## config.mk

```make
export PLATFORM = sky130hd
export DESIGN_NAME = spc_round
export DESIGN_NICKNAME = d
export VERILOG_FILES = /design/src/scan_polar_to_cartesian_top_assert.svh /design/src/spc_pkg.sv /design/src/spc_round.sv
export SDC_FILE = /design/constraint.sdc
export NUM_CORES = 1
export LEC_CHECK = 0
export BUFFER_PORTS_ARGS = -buffer_cell sky130_fd_sc_hd__clkbuf_2
export CORE_UTILIZATION = 35
export DETAILED_ROUTE_END_ITERATION = 10
export PLACE_DENSITY = 0.72
export SLEW_MARGIN = 20
export SYNTH_ARGS = -nofsm -noshare
export SYNTH_HDL_FRONTEND = slang
export SYNTH_SLANG_ARGS = --single-unit
```

## constraint.sdc

```tcl
create_clock -name clk -period 2.6 [get_ports clk]
set_input_delay 0 -clock clk [delete_from_list [all_inputs] [get_ports clk]]
set_output_delay 0 -clock clk [all_outputs]
set_load 0.05 [all_outputs]
```

## src/scan_polar_to_cartesian_top_assert.svh

```systemverilog
// Assertion macros for the polar to Cartesian scan converter.
// Included by the top level; depends on nothing else.
`ifndef SCAN_POLAR_TO_CARTESIAN_TOP_ASSERT_SVH
`define SCAN_POLAR_TO_CARTESIAN_TOP_ASSERT_SVH

// The consequent must hold in the same cycle as the antecedent.
`define SPC_ASSERT_NOW(label, clk, rst_n, ante, cons, msg) \
	label: assert property (@(posedge clk) disable iff (!rst_n) (ante) |-> (cons)) \
		else $error(msg);

// The consequent must hold in the cycle after the antecedent.
`define SPC_ASSERT_NEXT(label, clk, rst_n, ante, cons, msg) \
	label: assert property (@(posedge clk) disable iff (!rst_n) (ante) |=> (cons)) \
		else $error(msg);

`endif

```

## src/spc_pkg.sv

```systemverilog
// Shared types, widths and constants of the polar to Cartesian scan converter.
// Used by every module of the block; depends on nothing.
package spc_pkg;

	localparam int MAX_BEAMS_DEF     = 4096;
	localparam int CORDIC_STAGES_DEF = 18;

	localparam int RANGE_W = 20;
	localparam int IDX_W   = 12;
	localparam int ANGLE_W = 16;
	localparam int MAG_W   = 28;
	localparam int XY_W    = 31;
	localparam int Z_W     = 32;
	localparam int OUT_W   = 21;
	localparam int GUARD_W = 8;
	localparam int CFG_IDX_W = 2;

	localparam logic [CFG_IDX_W-1:0] REG_START_ANGLE = 2'd0;
	localparam logic [CFG_IDX_W-1:0] REG_ANGLE_STEP  = 2'd1;

	// CORDIC gain compensation, Q30.
	localparam logic [29:0] GAIN_Q30 = 30'd652032874;

	localparam int ATAN_N = 24;
	// atan(2^-i) in units of 2^32 per full turn.
	localparam logic [31:0] ATAN_TAB [ATAN_N] = '{
		32'h20000000, 32'h12E4051E, 32'h09FB385B, 32'h051111D4, 32'h028B0D43,
		32'h0145D7E1, 32'h00A2F61E, 32'h00517C55, 32'h0028BE53, 32'h00145F2F,
		32'h000A2F98, 32'h000517CC, 32'h00028BE6, 32'h000145F3, 32'h0000A2F9,
		32'h0000517C, 32'h000028BE, 32'h0000145F, 32'h00000A2F, 32'h00000517,
		32'h0000028B, 32'h00000145, 32'h000000A2, 32'h00000051
	};

	typedef struct packed {
		logic signed [XY_W-1:0] x;
		logic signed [XY_W-1:0] y;
		logic signed [Z_W-1:0]  z;
		logic [IDX_W-1:0]       idx;
	} vec_t;

endpackage

```

## src/spc_round.sv

```systemverilog
// Output stage: rounds the CORDIC result to whole units and saturates it.
// Depends on spc_pkg for widths and the vector type.
module spc_round (
	input  logic                              clk,
	input  logic                              arst_n,
	input  logic                              in_valid,
	output logic                              in_ready,
	input  spc_pkg::vec_t                     in_vec,
	output logic                              out_valid,
	input  logic                              out_ready,
	output logic signed [spc_pkg::OUT_W-1:0]  point_x,
	output logic signed [spc_pkg::OUT_W-1:0]  point_y,
	output logic [spc_pkg::IDX_W-1:0]         point_index
);

	localparam int SUM_W = spc_pkg::XY_W + 1;
	localparam int RND_W = SUM_W - spc_pkg::GUARD_W;
	localparam logic signed [RND_W-1:0] LIM_HI = RND_W'(1048575);
	localparam logic signed [RND_W-1:0] LIM_LO = -LIM_HI;

	function automatic logic signed [spc_pkg::OUT_W-1:0] finish_f(
		input logic signed [spc_pkg::XY_W-1:0] v
	);
		logic signed [SUM_W-1:0] sum;
		logic signed [RND_W-1:0] r;
		sum = SUM_W'(v) + SUM_W'(1 << (spc_pkg::GUARD_W - 1));
		r   = RND_W'(sum >>> spc_pkg::GUARD_W);
		if (r > LIM_HI) begin
			r = LIM_HI;
		end else if (r < LIM_LO) begin
			r = LIM_LO;
		end
		return r[spc_pkg::OUT_W-1:0];
	endfunction

	logic                             v_s1;
	logic signed [spc_pkg::OUT_W-1:0] x_s1, y_s1;
	logic [spc_pkg::IDX_W-1:0]        idx_s1;

	assign in_ready = !v_s1 || out_ready;

	always_ff @(posedge clk or negedge arst_n) begin
		if (!arst_n) begin
			v_s1 <= 1'b0;
		end else if (in_ready) begin
			v_s1 <= in_valid;
		end
	end

	always_ff @(posedge clk) begin
		if (in_ready && in_valid) begin
			x_s1   <= finish_f(in_vec.x);
			y_s1   <= finish_f(in_vec.y);
			idx_s1 <= in_vec.idx;
		end
	end

	assign out_valid   = v_s1;
	assign point_x     = x_s1;
	assign point_y     = y_s1;
	assign point_index = idx_s1;

endmodule

```

== After elaboration in Yosys (flattened, before gate mapping) ==
Cells that the tools add are included.
Word-level totals
  flip-flop bits (word level): 55
Operators by class
  $add $sub $neg: 2
  magnitude comparators: 4
  muxes and demuxes: 2
  reduce and logical (&&, ||, !) cells: 5
Operators by type and width (number)
  31-bit by 9-bit adder with 32-bit output, second input constant: 2
  24-bit by 21-bit > comparator with 1-bit output, second input constant: 2
  24-bit by 21-bit less-than comparator with 1-bit output, second input constant: 2
  21-bit 2-to-1 mux: 2
  2-bit OR reduction: 2
  1-bit logical AND: 1
  1-bit zero test: 1
  1-bit logical OR: 1

== Longest topological paths before layout ==
  depth after elaboration: 3
  gate-level depth with buffers: 10
  gate-level depth less buffers: 8

== Worst setup path before layout ==
OpenSTA, ideal clock, no wires.
  path type: reg-to-reg
  start: register v_s1 (netlist: out_valid)
  end: register idx_s1, in the netlist point_index[0], enable pin
  setup time: 417 ps
  arrival time: 2427 ps
  required time: 2183 ps
  slack: -244 ps
  cell stages (with the launch flop): 3
  buffers on the path: 0
  clock period less this slack: 2844 ps
  path through: dfrtp_1 -> nand2b_1 -> and2_1
On the way
  cells in the longest elaborated chain, start to end: 3
RTL lines
  start: declaration: line spc_round.sv:36  | logic v_s1;
  start signal: assignment: line spc_round.sv:46  | v_s1 <= in_valid;
  1-bit zero test: line spc_round.sv:40  | assign in_ready = !v_s1 || out_ready;
  1-bit logical OR: line spc_round.sv:40
  via in_ready: line spc_round.sv:7  | output logic in_ready,
  1-bit logical AND: line spc_round.sv:51  | if (in_ready && in_valid) begin
  end signal: assignment: line spc_round.sv:54  | idx_s1 <= in_vec.idx;
  end: declaration: line spc_round.sv:38  | logic [spc_pkg::IDX_W-1:0] idx_s1;
The timed path passes the listed nets, and every way through them passes these cells.
A chain may end at the register's enable or synchronous reset.

== Worst setup path after layout ==
  start: input in_vec[88] (netlist name)
  end: register x_s1, in the netlist point_x[14] (data pin)
On the way
  cells in the longest elaborated chain, start to end: 3
  elaborated cells between the ends (all ways): 4
  classes of those cells: add/sub (1); order compare (2); mux (1)
RTL lines
  start: declaration: line spc_round.sv:8  | input spc_pkg::vec_t in_vec,
  31-bit by 9-bit adder with 32-bit output (*): line spc_round.sv:26  | sum = SUM_W'(v) + SUM_W'(1 << (spc_pkg::GUARD_W - 1));
  24-bit by 21-bit less-than comparator with 1-bit output: line spc_round.sv:30  | end else if (r < LIM_LO) begin
  21-bit 2-to-1 mux: line spc_round.sv:30
  end signal: assignment: line spc_round.sv:52  | x_s1 <= finish_f(in_vec.x);
  end: declaration: line spc_round.sv:37  | logic signed [spc_pkg::OUT_W-1:0] x_s1, y_s1;
Every way passes the cells marked *; elsewhere a longest branch is shown, timed or not.

==> results.toml <==
[status]
status = "completed"

[clock_tree]
htreeDepth = 2
clock_tree.buffer_depth = 2
insertion_delay_ns = 0.32
hold_buffers = 16
cts_resized = 0
cts_tree = "yes"
clock-root-buffer = "clkbuf_8"
cts.sinks = 55
clk_pin_slew_ns = 0.10
cts_made_buffers = 5
cts_setup_buffers = 0

[worst_setup_path]
cp.arrival_ns = 2.14
start_kind = "input port"
crit_path_max_fanout = 17
r2r_start = "out_valid$_DFFE_PN0N_"
r2r_slack_ns = 1.01
critical_path_class = "input port to register"
crit_slowest_cell = "or4_1"
endpoint_kind = "register"
critPathTopFamily = "simple AND/OR/NAND/NOR gates"
crit_top_cell = "o21ai_1"
crit_required_ns = 2.65
critical_path.startpoint = "in_vec[88]"
max_stage_delay_ns = 0.72
worstPathCellList = "clkbuf_2 > nand4_1 > or4_1 > or4b_1 > o21ai_1 > a21oi_2 > nand2_4 > o21ai_1"
r2r_cells = 3
worst-path-buf-inv = 1
worstReg2RegEnd = "point_y[1]$_SDFFCE_PN1P_"

[floorplanning]
start_util_pct = 36.3
core_um2 = 9860
die_x_um = 103
io_pins = 166
fp.dieH_um = 103
die-area_um2 = 10600
fp-row-count = 36

[drt]
drcViolationCount = 0
vias = 3337
drt-initial-drc-count = 109
ant_nets = 0
totalWireLength_um = 9370
wire_per_inst_um = 14.7
drt_pass1_iterations = 5
vias_per_cell = 5.25

[final_layout]
final_cells = 636
multi_input_area_um2 = 1780
regArea_um2 = 1650
syn2layout_area_growth_pct = 28.6
drive_gt1_share_pct = 30.8
nets = 614
fillers = 937
fin_area_um2 = 4610
diodes = 0

[min_path]
hp-start = "in_vec[74]"
hp-class = "input port to register"
min_to = "point_y[20]$_SDFFCE_PN0P_"
whs_path_depth = 2

[sta]
setup_violations = 0
fin_skew_ns = 0.0195
fmax_mhz = 477
min_period_ns = 2.10
rsz0062_at_grt = "no"
worstMarginPinSlew_ns = 0.562
final_max_slew_viol_count = 0
setup_tns_ns = 0
period_share_pct = 80.6
finalHoldViolCount = 0
slew_headroom_pct = 62.0

[global_routing]
track_usage_pct = 17.4
grt_pass1_vias = 3057
antenna_found_initial = 0
grt_max_degree = 34
grt-ovfl-total = 0
grt_pass1_wl_um = 14300

[synth]
synth_cell_type_count = 58
ys_ff_latch = 55
synth_edf_count = 54
netlist_area_um2 = 3580
ys.warnings.count = 0
synth_ff_type = "edfxtp_1"
synth_top_area_share_pct = 45.3
syn-num-nets = 486
synth.most_common_cell = "edfxtp_1"
netlist_top_cells_count = "54 x edfxtp_1, 40 x a21oi_1, 34 x nand2_1"
ys_seq_area_share_pct = 46.0
synth_top_cell_by_area = "edfxtp_1"
netlist_instances = 374
ys_async_sr_fraction_pct = 1.82
syn-mean-instance-area_um2 = 9.58
synth_area_leaders = "edfxtp_1 45%, a21oi_1 5.6%, xnor2_1 5.1%"

[placed_design]
io_buffers = 119
gp_congestion = 0.875
place_area_um2 = 4330
placed_cells = 612
dp_hpwl_um = 6970

[pwr]
power_density_nw_per_um2 = 488
p_total_mw = 2.25
ir_drop_mv = 0.229
power_leakage_nw = 1.76

[flow_run]
drv_cap = 0
[cell usage in the layout, fill, tap and decap left out, types with 3 or more instances in the layout]
master	count
edfxtp_1	54
xnor2_1	21
or3_1	3
buf_4	11
nor4_1	5
o211ai_1	5
nand2b_1	5
nand3_1	18
xor2_1	14
and3_1	5
a31oi_1	3
o21ai_0	11
a21oi_1	40
clkbuf_2	119
nor2_1	26
a21boi_0	3
nand4_1	15
and4_1	5
nor3b_1	3
dlygate4sd3_1	16
nand2_1	34
and2_1	5
mux2i_1	3
clkbuf_8	5
inv_1	10
o21ai_1	6
nor3_1	9
or2_2	3
[power by group]
group | total (mW) | internal, mW | switching (mW)
combinational | 0.591 | 0.173 | 0.418
clock | 0.597 | 0.291 | 0.306
sequential | 1.06 | 1.05 | 0.0151
total | 2.25 | 1.51 | 0.739
[cell families after synthesis]
group                      after synthesis  share of synthesized area, %
xor gates and xnor gates                35                          8.56
buffers and inverters                   36                          4.30
and+or+nand+nor                        149                          22.8
adders and majority gates                2                         0.698
DFF                                     55                          46.0
AOI/OAI and AO/OA                       92                          16.2
muxes                                    5                          1.47
[flip-flops by register name (all words and copies together) (netlist names)]
register	cells
point_index	12
out_valid	1
point_x	21
point_y	21
[final cells by class]
cell class	instances	share of cell area, %
clock buffer	5	1.49
clock inverter	3	1.00
inverter	10	0.815
multi-input combinational	283	38.7
sequential	55	35.7
tap	133	3.61
timing repair buffer	147	18.6
[worst max-delay path by stage]
stage	slack (ns)	cells past startpoint	end
5_1_grt	0.42	8	point_x[14]$_SDFFCE_PN1P_
6_report	0.50	8	point_x[14]$_SDFFCE_PN1P_
3_3_place_gp	0.27	8	point_x[14]$_SDFFCE_PN1P_
2_1_floorplan	0.32	2	point_index[0]$_DFFE_PP_
4_1_cts	0.55	8	point_x[14]$_SDFFCE_PN1P_
3_5_place_dp	0.20	8	point_x[14]$_SDFFCE_PN1P_
[metrics by stage]
step	hold slack [ns]	setup slack [ns]	util, %
after global placement	-0.222	0.274	43.9
after floorplan	-0.296	0.316	-
final	0.0628	0.504	46.7
after CTS	0.0511	0.551	46.7
after detailed placement	-0.224	0.202	43.9
after global routing	0.0653	0.417	46.7
[metal layers]
metal  wire length, um  GRT usage (%)
met1              4270           22.8
met2              4380           28.7
met3               606           3.80
met4               112           5.20
met5                 0              0
Power figures use the tool's default switching activity.
