==> config.mk <==
export PLATFORM = sky130hd
export DESIGN_NAME = spc_angle
export DESIGN_NICKNAME = d
export VERILOG_FILES = /design/src/scan_polar_to_cartesian_top_assert.svh /design/src/spc_pkg.sv /design/src/spc_angle.sv
export SDC_FILE = /design/constraint.sdc
export NUM_CORES = 1
export LEC_CHECK = 0
export BUFFER_PORTS_ARGS = -buffer_cell sky130_fd_sc_hd__buf_4
export CORE_ASPECT_RATIO = 1.25
export CORE_MARGIN = 2
export CORE_UTILIZATION = 45
export CTS_CLUSTER_SIZE = 12
export DETAILED_ROUTE_END_ITERATION = 6
export HOLD_SLACK_MARGIN = 0.15
export PLACE_DENSITY = 0.7
export SYNTH_ARGS = -nofsm -noshare
export SYNTH_HDL_FRONTEND = slang
export SYNTH_SLANG_ARGS = --single-unit
==> constraint.sdc <==
create_clock -name clk -period 9.1 [get_ports clk]
set_input_delay 0 -clock clk [delete_from_list [all_inputs] [get_ports clk]]
set_output_delay 0 -clock clk [all_outputs]
set_load 0.005 [all_outputs]
==> src/scan_polar_to_cartesian_top_assert.svh <==
// Assertion macros for the polar to Cartesian scan converter.
// Included by the top level; depends on nothing else.
`ifndef SCAN_POLAR_TO_CARTESIAN_TOP_ASSERT_SVH
`define SCAN_POLAR_TO_CARTESIAN_TOP_ASSERT_SVH

// The consequent must hold in the same cycle as the antecedent.
`define SPC_ASSERT_NOW(label, clk, rst_n, ante, cons, msg) \
	label: assert property (@(posedge clk) disable iff (!rst_n) (ante) |-> (cons)) \
		else $error(msg);

// The consequent must hold in the cycle after the antecedent.
`define SPC_ASSERT_NEXT(label, clk, rst_n, ante, cons, msg) \
	label: assert property (@(posedge clk) disable iff (!rst_n) (ante) |=> (cons)) \
		else $error(msg);

`endif

==> src/spc_pkg.sv <==
// Shared types, widths and constants of the polar to Cartesian scan converter.
// Used by every module of the block; depends on nothing.
package spc_pkg;

	localparam int MAX_BEAMS_DEF     = 4096;
	localparam int CORDIC_STAGES_DEF = 18;

	localparam int RANGE_W = 20;
	localparam int IDX_W   = 12;
	localparam int ANGLE_W = 16;
	localparam int MAG_W   = 28;
	localparam int XY_W    = 31;
	localparam int Z_W     = 32;
	localparam int OUT_W   = 21;
	localparam int GUARD_W = 8;
	localparam int CFG_IDX_W = 2;

	localparam logic [CFG_IDX_W-1:0] REG_START_ANGLE = 2'd0;
	localparam logic [CFG_IDX_W-1:0] REG_ANGLE_STEP  = 2'd1;

	// CORDIC gain compensation, Q30.
	localparam logic [29:0] GAIN_Q30 = 30'd652032874;

	localparam int ATAN_N = 24;
	// atan(2^-i) in units of 2^32 per full turn.
	localparam logic [31:0] ATAN_TAB [ATAN_N] = '{
		32'h20000000, 32'h12E4051E, 32'h09FB385B, 32'h051111D4, 32'h028B0D43,
		32'h0145D7E1, 32'h00A2F61E, 32'h00517C55, 32'h0028BE53, 32'h00145F2F,
		32'h000A2F98, 32'h000517CC, 32'h00028BE6, 32'h000145F3, 32'h0000A2F9,
		32'h0000517C, 32'h000028BE, 32'h0000145F, 32'h00000A2F, 32'h00000517,
		32'h0000028B, 32'h00000145, 32'h000000A2, 32'h00000051
	};

	typedef struct packed {
		logic signed [XY_W-1:0] x;
		logic signed [XY_W-1:0] y;
		logic signed [Z_W-1:0]  z;
		logic [IDX_W-1:0]       idx;
	} vec_t;

endpackage

==> src/spc_angle.sv <==
// Front end: beam index reduction, beam angle, gain-compensated range and
// quarter-turn reduction into the CORDIC start vector. Depends on spc_pkg.
module spc_angle #(
	parameter int MAX_BEAMS = spc_pkg::MAX_BEAMS_DEF
) (
	input  logic                               clk,
	input  logic                               arst_n,
	input  logic                               in_valid,
	output logic                               in_ready,
	input  logic [spc_pkg::RANGE_W-1:0]        range_value,
	input  logic [spc_pkg::IDX_W-1:0]          beam_index,
	input  logic [spc_pkg::ANGLE_W-1:0]        start_angle,
	input  logic signed [spc_pkg::ANGLE_W-1:0] angle_step,
	output logic                               out_valid,
	input  logic                               out_ready,
	output spc_pkg::vec_t                      out_vec
);

	localparam int RECIP_SH = 24;
	localparam logic [24:0] RECIP = 25'((2 ** RECIP_SH + MAX_BEAMS - 1) / MAX_BEAMS);
	localparam logic [16:0] BEAMS = 17'(MAX_BEAMS);
	localparam int PROD_W = 50;

	logic                         v_s1, v_s2, v_s3, v_s4;
	logic                         rdy1, rdy2, rdy3, rdy4;
	logic [spc_pkg::IDX_W-1:0]    bidx_s1, q_s1, idx_s2, idx_s3;
	logic [spc_pkg::MAG_W-1:0]    mag_s1, mag_s2, mag_s3;
	logic [spc_pkg::ANGLE_W-1:0]  angle_s3;
	spc_pkg::vec_t                vec_s4;

	logic [36:0]                  recip_prod;
	logic [PROD_W-1:0]            gain_prod;
	logic [28:0]                  qm_prod;
	logic [27:0]                  step_prod;
	logic [spc_pkg::ANGLE_W-1:0]  quad_sum;
	logic [1:0]                   quad;
	logic [spc_pkg::ANGLE_W-1:0]  resid;
	logic signed [spc_pkg::XY_W-1:0] mag_pos, mag_neg;
	spc_pkg::vec_t                vec_d;

	assign rdy4     = !v_s4 || out_ready;
	assign rdy3     = !v_s3 || rdy4;
	assign rdy2     = !v_s2 || rdy3;
	assign rdy1     = !v_s1 || rdy2;
	assign in_ready = rdy1;

	assign recip_prod = 37'(beam_index) * 37'(RECIP);
	assign gain_prod  = PROD_W'(range_value) * PROD_W'(spc_pkg::GAIN_Q30)
		+ PROD_W'(1 << (29 - spc_pkg::GUARD_W));
	assign qm_prod    = 29'(q_s1) * 29'(BEAMS);
	assign step_prod  = 28'(idx_s2) * 28'($unsigned(angle_step));

	assign quad_sum = angle_s3 + 16'h2000;
	assign quad     = quad_sum[15:14];
	assign resid    = angle_s3 - {quad, 14'b0};
	assign mag_pos  = $signed(spc_pkg::XY_W'(mag_s3));
	assign mag_neg  = -mag_pos;

	always_comb begin
		vec_d.z   = $signed({resid, 16'b0});
		vec_d.idx = idx_s3;
		case (quad)
			2'd0: begin
				vec_d.x = mag_pos;
				vec_d.y = '0;
			end
			2'd1: begin
				vec_d.x = '0;
				vec_d.y = mag_pos;
			end
			2'd2: begin
				vec_d.x = mag_neg;
				vec_d.y = '0;
			end
			default: begin
				vec_d.x = '0;
				vec_d.y = mag_neg;
			end
		endcase
	end

	always_ff @(posedge clk or negedge arst_n) begin
		if (!arst_n) begin
			v_s1 <= 1'b0;
			v_s2 <= 1'b0;
			v_s3 <= 1'b0;
			v_s4 <= 1'b0;
		end else begin
			if (rdy1) v_s1 <= in_valid;
			if (rdy2) v_s2 <= v_s1;
			if (rdy3) v_s3 <= v_s2;
			if (rdy4) v_s4 <= v_s3;
		end
	end

	always_ff @(posedge clk) begin
		if (rdy1 && in_valid) begin
			bidx_s1 <= beam_index;
			q_s1    <= recip_prod[RECIP_SH +: spc_pkg::IDX_W];
			mag_s1  <= gain_prod[(30 - spc_pkg::GUARD_W) +: spc_pkg::MAG_W];
		end
		if (rdy2 && v_s1) begin
			idx_s2 <= bidx_s1 - qm_prod[spc_pkg::IDX_W-1:0];
			mag_s2 <= mag_s1;
		end
		if (rdy3 && v_s2) begin
			angle_s3 <= start_angle + step_prod[spc_pkg::ANGLE_W-1:0];
			idx_s3   <= idx_s2;
			mag_s3   <= mag_s2;
		end
		if (rdy4 && v_s3) begin
			vec_s4 <= vec_d;
		end
	end

	assign out_valid = v_s4;
	assign out_vec   = vec_s4;

endmodule

== After elaboration in Yosys (flattened, before gate mapping) ==
Index checks and enable logic that the tools add are counted.
Word-level totals
  memories: 0
  output and inout port bits: 108
  latch bits: 0
  flip-flop bits (word level): 230
  word-level logic and storage cells: 38
  bits in read-only memories: 0
  memory bits (writable): 0
Operators by class
  div/mod/pow operators: 0
  multipliers: 2
  shift-type cells: 0
  add/sub/neg operators: 5
  equality and inequality tests: 2
  order comparisons: 0
  reduce and logical (&&, ||, !) cells: 13
  bitwise operators: 0
  muxes and demuxes: 1
Operators with widths (number)
  $pmux W62 S3: 1
  $add A50 B22 Y50 const B: 1
  $mul A20 B29 Y49 const B: 1
  $neg A28 Y31: 1
  $add A16 B14 Y16 const B: 1
  $add A16 B16 Y16: 1
  $mul A12 B16 Y16: 1
  $sub A16 B16 Y16: 1
  $logic_and A1 B1 Y1: 4
  $logic_not A1 Y1: 4
  $logic_or A1 B1 Y1: 4
  $eq A2 B1 Y1 const B: 1
  $eq A2 B2 Y1 const B: 1
  $logic_not A2 Y1: 1

== Longest topological paths before layout ==
Gate-level depths: netlist of the first run.
  depth in word-level cells: 6
  depth in mapped cells: 27
  gate-level depth less buffers: 27

== Worst setup path before layout of the first run ==
OpenSTA, ideal clock, no wires.
  path type: input-to-reg
  from: in range_value[14] (netlist name)
  to: reg mag_s1[24] (netlist name), data pin
  stages: 23
  setup slack: 2171 ps
  setup time: 260 ps
  buffers on the path: 0
  arrival time: 6669 ps
  cell sequence: ha_1 inv_1 fa_1 fa_1 inv_1 fa_1 fa_1 fa_1 inv_1 fa_1 inv_1 ha_1 a21oi_1 o21ai_2 a31oi_2 mux2i_1 nand4b_1 nand2b_1 or4b_4 or4_4 nor3_4 nand2_1 xnor2_1
On the way
  longest elaborated chain between the ends: 2
RTL lines
  start, declared: line spc_angle.sv:10  | input logic [spc_pkg::RANGE_W-1:0] range_value,
  $mul A20 B29 Y49: line spc_angle.sv:48  | assign gain_prod = PROD_W'(range_value) * PROD_W'(spc_pkg::GAIN_Q30)
  $add A50 B22 Y50: line spc_angle.sv:49  | + PROD_W'(1 << (29 - spc_pkg::GUARD_W));
  named net gain_prod[46]: line spc_angle.sv:32  | logic [PROD_W-1:0] gain_prod;
  end signal, assigned: line spc_angle.sv:100  | mag_s1 <= gain_prod[(30 - spc_pkg::GUARD_W) +: spc_pkg::MAG_W];
  end, declared: line spc_angle.sv:27  | logic [spc_pkg::MAG_W-1:0] mag_s1, mag_s2, mag_s3;
The timed path passes the listed nets, and every way through them passes these cells.
A chain may end at the register's enable or synchronous reset.

== Worst setup path in the final report of the first run ==
  from: in range_value[18] (netlist name)
  to: reg mag_s1[26] (netlist name), data pin
Same word-level chain as after synthesis.

==> impl_metrics.ini, run 1 <==
[setup_path]
crit_fanout = 11
worstRegToRegCells = 20
worstPathRequired_ns = 9.36
cp-start-kind = input port
crit_path_end_kind = register
critPathArrivalTime_ns = 7.62
path_class = in2reg

[logic_synthesis]
syn_avg_cell_area_um2 = 11.1
yosys.area.top_type_share_pct = 29.1
synth-async-reset-ratio_pct = 1.74
synth_top_family_by_area = adder cells
syn_inst = 2090
synthXorXnorAreaFrac_pct = 4.29
synth_area_leader_cell = edfxtp_1
synth_compound_gate_area_share_pct = 6.39
synthesis.area_um2 = 23300
ys_ff_latch = 230
yosysUniqueCellTypes = 78
synthMuxAreaShare_pct = 0.220
synth_edf_count = 226
synth_flop_cell = edfxtp_1
synth_warnings = 0
synth_fa_ha_area_share_pct = 41.6
synthTopCellsByArea = edfxtp_1, fa_1, ha_1
yosysSeqAreaShare_pct = 29.6
synthSimpleGateAreaFrac_pct = 10.1

[route]
viasPerCell = 5.17
drtPass1Iterations = 6
wl_per_cell_um = 19.3
num_vias = 15200
drc = 0
drt-total-wl_um = 56700
drtIter0Drc = 678
ant_nets = 0

[layout]
fillers = 4549
drive_gt1_share_pct = 9.80
nets = 2912
final_cell_area_um2 = 26100
antenna_cells = 0
area_growth_pct = 12.0

[sta]
setup_viol = 0
period_needed_ns = 7.36
finalSetupTns_ns = 0
drv_slew = 0
grt_setup_unrepaired = false
tightest_slew_ns = 1.08
hold_viol = 0
finalCritPeriodShare_pct = 80.9
clock.fmax_mhz = 136
setup_slack_ns = 1.74
slew_headroom_pct = 27.4
timing.hold.ws_ns = 0.189
finClkSkew_ns = 0.0141

[floorplanning]
fp.dieH_um = 258
start_util_pct = 45.4
io_pins = 176
core_um2 = 51300
dieArea_um2 = 53600
placementRows = 93
die_w_um = 207

[placed_design]
placement.setup.worst_slack_ns = 1.23
portBuffers = 159
hpwl_um = 48500
dpl_cell_area_um2 = 25200
gp_congestion = 0.990

[global_routing]
overflow = 0
grt_util_all_layers_pct = 21.3
grt_max_degree = 85
antenna_found_initial = 0
grt_pass1_wl_um = 89600
first_global_vias = 16500

[worst_hold_path]
min_path_cells = 4
hold_class = in2reg

[clock_network]
cts_resized = 0
cts_root_buf = clkbuf_16
clk_pin_slew_ns = 0.05
cts_setup_buffers = 0
clock_latency_ns = 0.53
cts_buffers = 24
cts_max_path_buffers = 3
cts_tree = done
ctsHoldBuffers = 20
clkSinkCount = 230
htreeDepth = 1

[status]
status = finished, final reports clean

[flow_run]
drv_cap = 0
## stage by stage
stage | util, % | std cells
3_5_place_dp | 49.0 | 2881
2_1_floorplan | - | 2105
6_report | 50.9 | 2940
4_1_cts | 50.9 | 2940
3_3_place_gp | 49.0 | 2881
5_1_grt | 50.9 | 2940
## state kept, by name (all words and copies together), names as in the netlist
name / flops
v_s2: 1
bidx_s1: 12
v_s3: 1
mag_s3: 28
idx_s2: 12
mag_s2: 28
out_valid: 1
idx_s3: 12
angle_s3: 16
v_s1: 1
mag_s1: 28
out_vec: 90
## synth_stat cells (11+ instances only)
cell type and count:
a21o_1 17, a21oi_1 72, and2_1 64, buf_4 16, clkbuf_1 31, edfxtp_1 226
fa_1 320, ha_1 262, inv_1 415, nand2_1 144, nand2b_1 15, nand3_1 11
nand4_1 19, nor2_1 93, nor2b_1 38, nor3_1 29, o21ai_0 31, o31ai_1 12
xnor2_1 68, xor2_1 46
## worst max-delay path, stage by stage
cell,delay [ns]
buf_4,0.17
ha_1,0.33
xor2_1,0.38
ha_1,0.31
inv_1,0.09
fa_1,0.53
inv_1,0.05
fa_1,0.56
fa_1,0.54
fa_1,0.55
inv_1,0.05
fa_1,0.50
inv_1,0.04
ha_1,0.48
a21o_1,0.31
a21boi_0,0.23
o211ai_1,0.48
a31oi_1,0.10
xnor2_1,0.33
or4b_4,0.53
or4_4,0.60
nor3_4,0.20
nand2_1,0.10
xnor2_1,0.14
## layer usage
metal | up-vias | track usage, % | share of wire, %
met1 | 7552 | 24.7 | 39
met5 | - | 0 | 0
met3 | 100 | 1.73 | 3.8
met4 | 0 | 7.84 | 3.8
met2 | 415 | 40.9 | 54
li1 | 7138 | - | -
## placed cells by master (no fill, tap or decap), types with 4 or more instances in the layout
master         instances
nor2b_1               37
dlygate4sd3_1         20
o21ai_0               31
o21a_1                 8
xor2_1                46
a21o_1                17
dfrtp_1                4
xnor2_1               68
a211oi_1               8
edfxtp_1             226
fa_1                 320
nor3_1                29
o21bai_1              10
or3_1                 10
o211ai_1              10
inv_1                415
nand2_1              144
nand3_1               11
clkbuf_16             24
o21ai_1                4
nand4_1               19
clkbuf_1               9
nor2_1                93
conb_1                16
and3_1                 7
ha_1                 262
a22oi_1                5
mux2i_1                4
buf_4                164
or4_1                  4
a31oi_1                7
a21oi_1               72
and2_1                61
o31ai_1               12
or2_2                  6
nand2b_1              15
## logic make-up (layout without fill, tap and decap cells)
logic type | Yosys count | in the layout
other | 1 | 16
and+or+nand+nor | 464 | 464
AOI/OAI and AO/OA | 226 | 226
xor gates and xnor gates | 114 | 114
DFF | 230 | 230
adders and majority gates | 582 | 582
buffers and inverters | 468 | 638
muxes | 5 | 5
## area by class of cell
cell class	count	area [um^2]	share of cell area [%]
Clock buffer	34	648	2.48
Clock inverter	5	92.6	0.355
Inverter	415	1560	5.97
Multi-Input combinational cell	1407	14600	56.1
Sequential cell	230	6890	26.4
Tap cell	665	832	3.19
Timing Repair Buffer	184	1430	5.49
## worst paths after layout
kind / start / to / slack [ns]
worst max-delay path: range_value[18] / mag_s1[26] / 1.74
worst min-delay path: angle_step[0] / angle_s3[1] / 0.19
worst max register to register: idx_s2[0] / angle_s3[15] / 3.35
worst min register to register: bidx_s1[6] / idx_s2[6] / 0.41
max in group asynchronous: arst_n / v_s3 / 8.56
min in group asynchronous: arst_n / v_s1 / 0.38
Power of run 1 is left out: the tool's default activity adds up to more than one toggle a clock period on the data nets, which glitch-free logic cannot reach.
==> run 2: changes to the inputs <==
- clock period: 9.1 -> 7.12 ns (I/O delays scaled with it)
==> impl_metrics.ini, run 2 (synthesis results as in run 1) <==
[status]
status = finished, final reports clean

[layout]
largest_register_ffs = 90
area_growth_pct = 18.3
antenna_cells = 0
final_cell_mix = inv_1, buf_4, fa_1
drive_gt1_share_pct = 17.3
final_common_cell = inv_1
nets = 3107
utilization_pct = 53.7

[placed_design]
gp_congestion = 0.950
portBuffers = 159
hpwl_um = 50200

[global_routing]
antenna_found_initial = 0
overflow = 0
grt_util_all_layers_pct = 21.9
grt_pass1_wl_um = 92100
grt_max_degree = 79
first_global_vias = 17400

[clock_network]
clk_pin_slew_ns = 0.06
cts_buffers = 23
cts_max_path_buffers = 3
cts_root_buf = clkbuf_16
clock_latency_ns = 0.51
clkSinkCount = 230
cts_setup_buffers = 0
htreeDepth = 1
cts_tree = done

[setup_path]
path_cells = buf_4, inv_1, ha_1, inv_1, fa_1, inv_1, fa_1, inv_1, fa_1, fa_1, fa_1, fa_1, ha_1, a21oi_1, o21ai_2, a31oi_2, mux2i_1, nand4b_1, nand2b_1, or4b_4, or4_4, nor3_4, nand2_1, xnor2_1
critPathArrivalTime_ns = 7.13
cp-start-kind = input port
cp_slowest_cell = or4_4
cp_top_family = adder cells
worstPathRequired_ns = 7.37
slowest_delay_ns = 0.60
crit_path_end_kind = register
worstRegToRegCells = 21
cpMostUsedCell = fa_1
crit_fanout = 6
critPathBufInv = 5
path_class = in2reg
crit_cells = 24

[sta]
period_needed_ns = 6.87
tightest_slew_ns = 1.08
clock.fmax_mhz = 145
drv_slew = 0
hold_viol = 0
finalCritPeriodShare_pct = 96.5
setup_viol = 0
finClkSkew_ns = 0.0107
timing.hold.ws_ns = 0.166
slew_headroom_pct = 27.5

[route]
num_vias = 15900
viasPerCell = 5.09
wl_per_cell_um = 18.5
drtPass1Iterations = 5
drc = 0
drtIter0Drc = 698
ant_nets = 0
drt-total-wl_um = 58000

[worst_hold_path]
hold_class = in2reg
min_path_cells = 4

[floorplanning]
die_w_um = 207
placementRows = 93
dieArea_um2 = 53600
io_pins = 176
core_um2 = 51300
start_util_pct = 45.4
fp.dieH_um = 258

[flow_run]
drv_cap = 0
==> run 2: layout make-up <==
type,count,area [um^2]
Tap cell,665,832
Clock inverter,4,47.5
Inverter,415,1560
Timing Repair Buffer,380,2920
Clock buffer,33,613
Fill cell,4424,23800
Sequential cell,230,6890
Multi-Input combinational cell,1407,14700
==> run 2: worst reg2reg max path, stage by stage (launching register included) <==
cell,delay [ns]
edfxtp_1,0.76
nand2_1,0.18
fa_1,0.56
inv_1,0.05
fa_1,0.43
ha_1,0.30
ha_1,0.29
inv_1,0.05
fa_1,0.47
inv_1,0.07
fa_1,0.40
a21o_1,0.20
a21oi_1,0.23
o21bai_1,0.11
a21oi_1,0.23
nor2b_1,0.08
o21a_1,0.19
o21ai_0,0.17
nand2b_1,0.10
a21oi_1,0.26
o21ai_0,0.16
xnor2_1,0.28
==> run 2: timing repair <==
action / in CTS / in global routing
gates resized for setup: 0 / 16
hold endpoints to repair: 23 / 0
endpoints found under the setup margin: 0 / 10
hold buffers: 20 / 0
==> run 2: layer usage <==
layer  vias up  share of wire [%]  global-route usage (%)
met3       107                3.2                    1.71
met1      7931                 39                    25.4
met5         -                  0                       0
li1       7523                  -                       -
met2       382                 54                    42.3
met4         0                3.6                    7.52
==> run 2: final timing paths <==
path | endpoint | slack, ns | startpoint
setup / recovery | mag_s1[26] | 0.25 | range_value[9]
hold / removal | angle_s3[1] | 0.17 | angle_step[0]
setup reg to reg | angle_s3[15] | 1.37 | idx_s2[0]
hold reg to reg | out_vec[8] | 0.41 | idx_s3[8]
max in group asynchronous | out_valid | 6.57 | arst_n
min in group asynchronous | v_s1 | 0.38 | arst_n
==> run 2: per-stage QoR <==
step	instance area (um^2)	TNS (ns)	setup WS, ns	instances
5_1_grt	27600	-0.0200	-0.0200	3134
6_report	27600	0	0.246	3134
2_1_floorplan	23300	0	0.191	2105
4_1_cts	27500	0	0.0771	3134
3_3_place_gp	26600	-1.85	-0.378	3077
3_5_place_dp	26600	-2.85	-0.462	3077
Power of run 2 is left out for the same reason.
